`config.mk`:
```
export PLATFORM = sky130hd
export DESIGN_NAME = tenths_to_seven_segment_formatter
export DESIGN_NICKNAME = d
export VERILOG_FILES = /design/src/hw/rtl/tts_pkg.sv /design/src/hw/rtl/tts_digits.sv /design/src/hw/rtl/tenths_to_seven_segment_formatter.sv
export SDC_FILE = /design/constraint.sdc
export NUM_CORES = 1
export LEC_CHECK = 0
export ABC_AREA = 1
export BUFFER_PORTS_ARGS = -buffer_cell sky130_fd_sc_hd__buf_2
export CORE_MARGIN = 2
export CORE_UTILIZATION = 30
export CTS_CLUSTER_DIAMETER = 120
export DETAILED_ROUTE_END_ITERATION = 10
export HOLD_SLACK_MARGIN = 0.12
export SYNTH_ARGS = -nofsm -noshare
export SYNTH_HDL_FRONTEND = slang
export SYNTH_HIERARCHICAL = 1
export SYNTH_SLANG_ARGS = --single-unit
```
`constraint.sdc`:
```
create_clock -name clk_i -period 20.3 [get_ports clk_i]
set_input_delay 4.06 -clock clk_i [delete_from_list [all_inputs] [get_ports clk_i]]
set_output_delay 4.06 -clock clk_i [all_outputs]
set_load 0.05 [all_outputs]
```
`src/hw/rtl/tts_pkg.sv`:
```
// ----------------------------------------------------------------------------
// tts_pkg
// Types, segment codes and digit decode shared by the formatter modules.
// ----------------------------------------------------------------------------
`default_nettype none

package tts_pkg;

  // Segment patterns of the LCD field.
  localparam logic [7:0] SegMinus   = 8'h04;
  localparam logic [7:0] SegLeadOne = 8'h08;
  localparam logic [7:0] SegPoint   = 8'h08;
  localparam logic [7:0] SegUnitBit = 8'h08;
  localparam logic [7:0] SegH       = 8'h67;
  localparam logic [7:0] SegI       = 8'h20;
  localparam logic [7:0] SegL       = 8'hE0;
  localparam logic [7:0] SegO       = 8'hA6;
  localparam logic [7:0] SegZero    = 8'hF3;

  // Display limits, in tenths.
  localparam int HiLimit     = 19995;
  localparam int LoLimit     = -19995;
  localparam int TenthsLimit = 1995;

  // What the field shows.
  typedef enum logic [1:0] {
    KIND_NUM = 2'd0,
    KIND_HI  = 2'd1,
    KIND_LO  = 2'd2
  } kind_e;

  // Handoff from the magnitude stage to the digit stage.
  typedef struct packed {
    kind_e       kind;
    logic        neg;
    logic        point;
    logic [10:0] shown;
  } stage_t;

  function automatic logic [7:0] seg_digit(input logic [3:0] d);
    logic [7:0] s;
    unique case (d)
      4'd0:    s = 8'hF3;
      4'd1:    s = 8'h03;
      4'd2:    s = 8'hB5;
      4'd3:    s = 8'h97;
      4'd4:    s = 8'h47;
      4'd5:    s = 8'hD6;
      4'd6:    s = 8'hF6;
      4'd7:    s = 8'h13;
      4'd8:    s = 8'hF7;
      4'd9:    s = 8'hD7;
      default: s = 8'h00;
    endcase
    return s;
  endfunction

endpackage

`default_nettype wire

```
`src/hw/rtl/tts_digits.sv`:
```
// ----------------------------------------------------------------------------
// tts_digits
// Splits the shown value into digits and builds the three segment bytes.
// ----------------------------------------------------------------------------
`default_nettype none

module tts_digits import tts_pkg::*; (
  input  var stage_t     stage_i,
  output logic [7:0]     lead_o,
  output logic [7:0]     mid_o,
  output logic [7:0]     last_o
);

  logic [23:0] p10;
  logic [23:0] p100;
  logic [7:0]  q10;
  logic [4:0]  q100;
  logic [10:0] units_w;
  logic [7:0]  tens_w;
  logic [4:0]  hund_w;
  logic [3:0]  units;
  logic [3:0]  tens;
  logic [3:0]  hund;

  // Reciprocal multiplies; exact for shown values up to 2000.
  assign p10  = 24'(stage_i.shown) * 24'd6554;
  assign p100 = 24'(stage_i.shown) * 24'd5243;
  assign q10  = p10[23:16];
  assign q100 = p100[23:19];

  assign units_w = stage_i.shown - 11'(q10) * 11'd10;
  assign tens_w  = q10 - 8'(q100) * 8'd10;
  assign units   = units_w[3:0];
  assign tens    = tens_w[3:0];

  always_comb begin
    if (q100 >= 5'd20) begin
      hund_w = q100 - 5'd20;
    end else if (q100 >= 5'd10) begin
      hund_w = q100 - 5'd10;
    end else begin
      hund_w = q100;
    end
  end
  assign hund = hund_w[3:0];

  always_comb begin
    lead_o = 8'h00;
    mid_o  = 8'h00;
    last_o = 8'h00;
    unique case (stage_i.kind)
      KIND_HI: begin
        lead_o = SegH;
        mid_o  = SegI;
      end
      KIND_LO: begin
        lead_o = SegL;
        mid_o  = SegO;
      end
      KIND_NUM: begin
        if (stage_i.neg) begin
          lead_o = SegMinus;
        end
        if (stage_i.shown > 11'd999) begin
          lead_o = lead_o | SegLeadOne;
        end
        if (stage_i.shown > 11'd99) begin
          lead_o = lead_o | seg_digit(hund);
        end
        mid_o = stage_i.point ? SegPoint : 8'h00;
        if (stage_i.shown > 11'd9) begin
          mid_o = mid_o | seg_digit(tens);
        end else begin
          mid_o = mid_o | SegZero;
        end
        last_o = seg_digit(units) & ~SegUnitBit;
      end
      default: begin
        lead_o = 8'h00;
      end
    endcase
  end

endmodule

`default_nettype wire

```
`src/hw/rtl/tenths_to_seven_segment_formatter.sv`:
```
// ----------------------------------------------------------------------------
// tenths_to_seven_segment_formatter
// Turns a signed reading in tenths into the three segment bytes of an LCD.
// ----------------------------------------------------------------------------
//
//  Channel  | Direction | Payload
//  ---------+-----------+-------------------------------------------------
//  s_axis   | in        | tdata[15:0] = value_tenths (signed)
//  m_axis   | out       | tdata[7:0] lead, [15:8] mid, [23:16] last segments
//
// The block is a three-register pipeline: input register, magnitude and
// rounding register, and result register. One transaction is accepted per
// clock unless a stalled output has filled the pipeline; each result reaches
// m_axis through the magnitude and rounding register and the result register.
// Every stage moves on when the stage after it is empty or emptying, so a
// stalled output fills the pipeline bubbles before the input stalls.
// Reset clears the valid bits only; data registers carry no reset.
`default_nettype none

module tenths_to_seven_segment_formatter import tts_pkg::*; (
  input  var logic        clk_i,
  input  var logic        rst_ni,
  input  var logic        s_axis_tvalid,
  output logic            s_axis_tready,
  input  var logic [15:0] s_axis_tdata,   // [15:0] value_tenths
  output logic            m_axis_tvalid,
  input  var logic        m_axis_tready,
  output logic [23:0]     m_axis_tdata    // [7:0] lead, [15:8] mid, [23:16] last
);

  // Stage valid bits and per-stage advance enables.
  logic v1_q, v2_q, v3_q;
  logic en1, en2, en3;

  assign en3 = !v3_q || m_axis_tready;
  assign en2 = !v2_q || en3;
  assign en1 = !v1_q || en2;
  assign s_axis_tready = en1;

  always_ff @(posedge clk_i or negedge rst_ni) begin
    if (!rst_ni) begin
      v1_q <= 1'b0;
      v2_q <= 1'b0;
      v3_q <= 1'b0;
    end else begin
      if (en1) begin
        v1_q <= s_axis_tvalid;
      end
      if (en2) begin
        v2_q <= v1_q;
      end
      if (en3) begin
        v3_q <= v2_q;
      end
    end
  end

  // Input register.
  logic signed [15:0] value_q;

  always_ff @(posedge clk_i) begin
    if (en1 && s_axis_tvalid) begin
      value_q <= s_axis_tdata;
    end
  end

  // First stage: range check, magnitude, and rounding to whole units outside tenths mode.
  logic        neg;
  logic [15:0] mag_full;
  logic [14:0] mag;
  logic [14:0] rnd;
  logic [30:0] prod;
  stage_t      stage_d, stage_q;

  assign neg      = value_q < 16'sd0;
  assign mag_full = neg ? 16'(-value_q) : 16'(value_q);
  assign mag      = mag_full[14:0];
  assign rnd      = mag + 15'd5;
  // Multiply by 2^19/10; exact for sums up to 20000.
  assign prod     = 31'(rnd) * 31'd52429;

  always_comb begin
    stage_d.neg   = neg;
    stage_d.point = 1'b0;
    stage_d.shown = 11'd0;
    if (value_q > 16'(HiLimit)) begin
      stage_d.kind = KIND_HI;
    end else if (value_q < 16'(LoLimit)) begin
      stage_d.kind = KIND_LO;
    end else begin
      stage_d.kind = KIND_NUM;
      if (mag > 15'(TenthsLimit)) begin
        stage_d.shown = prod[29:19];
      end else begin
        // Tenths mode: shown as is, with the decimal point.
        stage_d.point = 1'b1;
        stage_d.shown = mag[10:0];
      end
    end
  end

  always_ff @(posedge clk_i) begin
    if (en2 && v1_q) begin
      stage_q <= stage_d;
    end
  end

  // Second stage: digit split and segment decode.
  logic [7:0] lead_d, mid_d, last_d;
  logic [23:0] result_q;

  tts_digits u_digits (
    .stage_i (stage_q),
    .lead_o  (lead_d),
    .mid_o   (mid_d),
    .last_o  (last_d)
  );

  always_ff @(posedge clk_i) begin
    if (en3 && v2_q) begin
      result_q <= {last_d, mid_d, lead_d};
    end
  end

  assign m_axis_tvalid = v3_q;
  assign m_axis_tdata  = result_q;

endmodule

`default_nettype wire

```
==> run metrics <==
area delta synth->final 9.28%; Post-CTS Setup Bufs 0; post-synth top area share 25.7%; Slew Viols, Final 0; CTS root buf clkbuf_16; cell taking the most area after synthesis ha_1; top post-synthesis cells by area ha_1 26%, fa_1 20%, edfxtp_1 13%, inv_1 11%, nand2_1 8.1%; list of most frequent post-synthesis cells 383 x inv_1, 279 x nand2_1, 266 x ha_1, 129 x fa_1, 90 x nor2_1; initial drt markers 539; syn nets 2012; post-layout min period 8800 ps; Hold WC Path Type reg -> reg; Die H 212 um; slew margin rel. 39.3%; Routed WL 30.3 mm; Unique masters post-synth 49; cells along the critical path buf_2 -> inv_1 -> nand2_1 -> nor2_1 -> nand2_1 -> buf_2; grt peak-use layer met2; sequential-to-total area share from yosys stat 13.3%; FF-to-FF path depth 31; horizontal die dimension 212 um; largest net degree at the start of global routing 31; mapped cell area 12900 sq um; TritonCTS Sinks 58; worst hold path depth 2; Detailed Routing Iterations Pass 1 5; EDFF count, synth 55; post-detail-place hpwl 26.8 mm; vias in the first global route 10500; Vias/cell 4.63; Setup violations, final 0; Levels on crit path 6; RSZ-0062 raised after global routing false; Worst Max-Slew Pin Slew 910 ps; input/output buffers 45; clock skew 7.55 ps; WL/cell 13.8 um; final instance count without filler cells 2201; Worst-path clk slew 50 ps; met1 global-route usage 19.2%; Total GRT Usage 14.2%; core area 42800 sq um; count leader, synth inv_1; Critical Path AT 4740 ps; Inst Count DP 2185; I/O pin count 46; # nets final 2065; setup TNS 0 ps; Seq cells post-synth 58; Row Count 76; startpoint types primary input; final hold violations 0; residual DRC count 0; async set-reset flop share out of synthesis 5.17%; CP Class in -> out; Final ANT Viol Nets 0; first-pass GRT wire length 51.4 mm; total gr overflow 0; initial antenna violation count 0; slowest stage cell, crit path buf_2; WP data required 16240 ps; # diodes 0; Critical Path Max Stage Delay 220 ps; outcome completed; Main synth FF type edfxtp_1; Largest delay share family, worst path buffers and inverters; # Max-Cap Violations 0; cts hold-fix bufs 0; routability-driven placement congestion ratio 0.897; H-tree depth 3; Ys Warns 6; met2 global-route usage 24.3%; share of layout cells above drive strength 1 8.94%; Tcrit/Tclk final 43.3%; Initial Util 30.3%; Clk Latency, worst-skew pair 330 ps; via count 10200; CP max FO 3; CTS buffer count 9; CTS tree yes; Peak Freq 114 MHz; crit path capture type primary output; met3 usage 1.87%; Clock Tree Buf Depth 2; CTS-repair resized insts 0; Synth Instances 1597; Die ar. 44800 sq um; Buf/Inv on CP 3; mean post-synth cell area 8.11 sq um
[layout by cell type, fill, tap and decap left out, drive strengths merged, types with 10 or more instances in the layout]
master and n:
nor3 12, nand4 15, nand3 89, buf 47, xnor2 12, o21ai 51, ha 266, nor2 101
clkbuf 10, a21oi 68, edfxtp 55, nand2 315, fa 129, xor2 21, a31oi 10, inv 396
[final timing paths]
kind	startpoint	endpoint	slack, ps
hold / removal	v2_q	m_axis_tvalid	470
max in group asynchronous	rst_ni	v1_q	16670
hold reg to reg	v2_q	m_axis_tvalid	470
setup / recovery	m_axis_tready	s_axis_tready	11500
min in group asynchronous	rst_ni	m_axis_tvalid	3520
setup reg to reg	value_q[15]	stage_q[10]	12620
[worst reg2reg max path: cells and delay by family, from the launching register on]
kind                     cells  cell delay [ps]
AO/OA/AOI/OAI                5              990
XOR/XNOR                     2              500
adder cells (fa/ha/maj)      7             3190
buffers and inverters        7              550
flip-flops                   1              940
AND/OR/NAND/NOR             10             1260
[cells by family (layout without fill, tap and decap cells)]
kind of cell,after synthesis,in the layout,synth area share [%]
flops,58,58,13.3
mux,1,1,0.0773
compound gates,162,162,7.25
buf+inv,400,458,11.7
simple gates,547,547,19.6
other cells,1,1,0.0290
fa+ha+maj,395,395,45.6
xor+xnor,33,33,2.41
[stage by stage]
stage / hold WS, ps / worst slack (ps) / utilization, % / instance area, sq um
floorplan: 433 / 11630 / - / 12900
global placement: 452 / 11480 / 32.4 / 13800
detailed placement: 464 / 11510 / 32.4 / 13800
CTS: 474 / 11510 / 33.1 / 14100
global route: 524 / 11410 / 33.1 / 14100
finish: 471 / 11500 / 33.1 / 14100
[registers in the layout, indices dropped and copies added (netlist names)]
name	cells
m_axis_tdata	24
m_axis_tvalid	1
stage_q	15
v1_q	1
v2_q	1
value_q	16
[metal layers]
metal / vias to the layer above / share of wire, % / wire length (um)
li1: 5143 / - / -
met1: 4805 / 47 / 14300
met2: 200 / 47 / 14200
met3: 34 / 4.1 / 1260
met4: 0 / 1.9 / 567
met5: - / 0 / 0
[final cells by class]
| class | count | area [sq um] |
|---|---|---|
| Fill cell | 4507 | 28600 |
| Timing Repair Buffer | 47 | 240 |
| Sequential cell | 58 | 1730 |
| Multi-Input combinational cell | 1139 | 9710 |
| Clock inverter | 6 | 65.1 |
| Tap cell | 546 | 683 |
| Clock buffer | 10 | 239 |
| Inverter | 395 | 1480 |
Power is left out: the tool's default activity adds up to more than one toggle a clock period on the data nets, which glitch-free logic cannot reach.
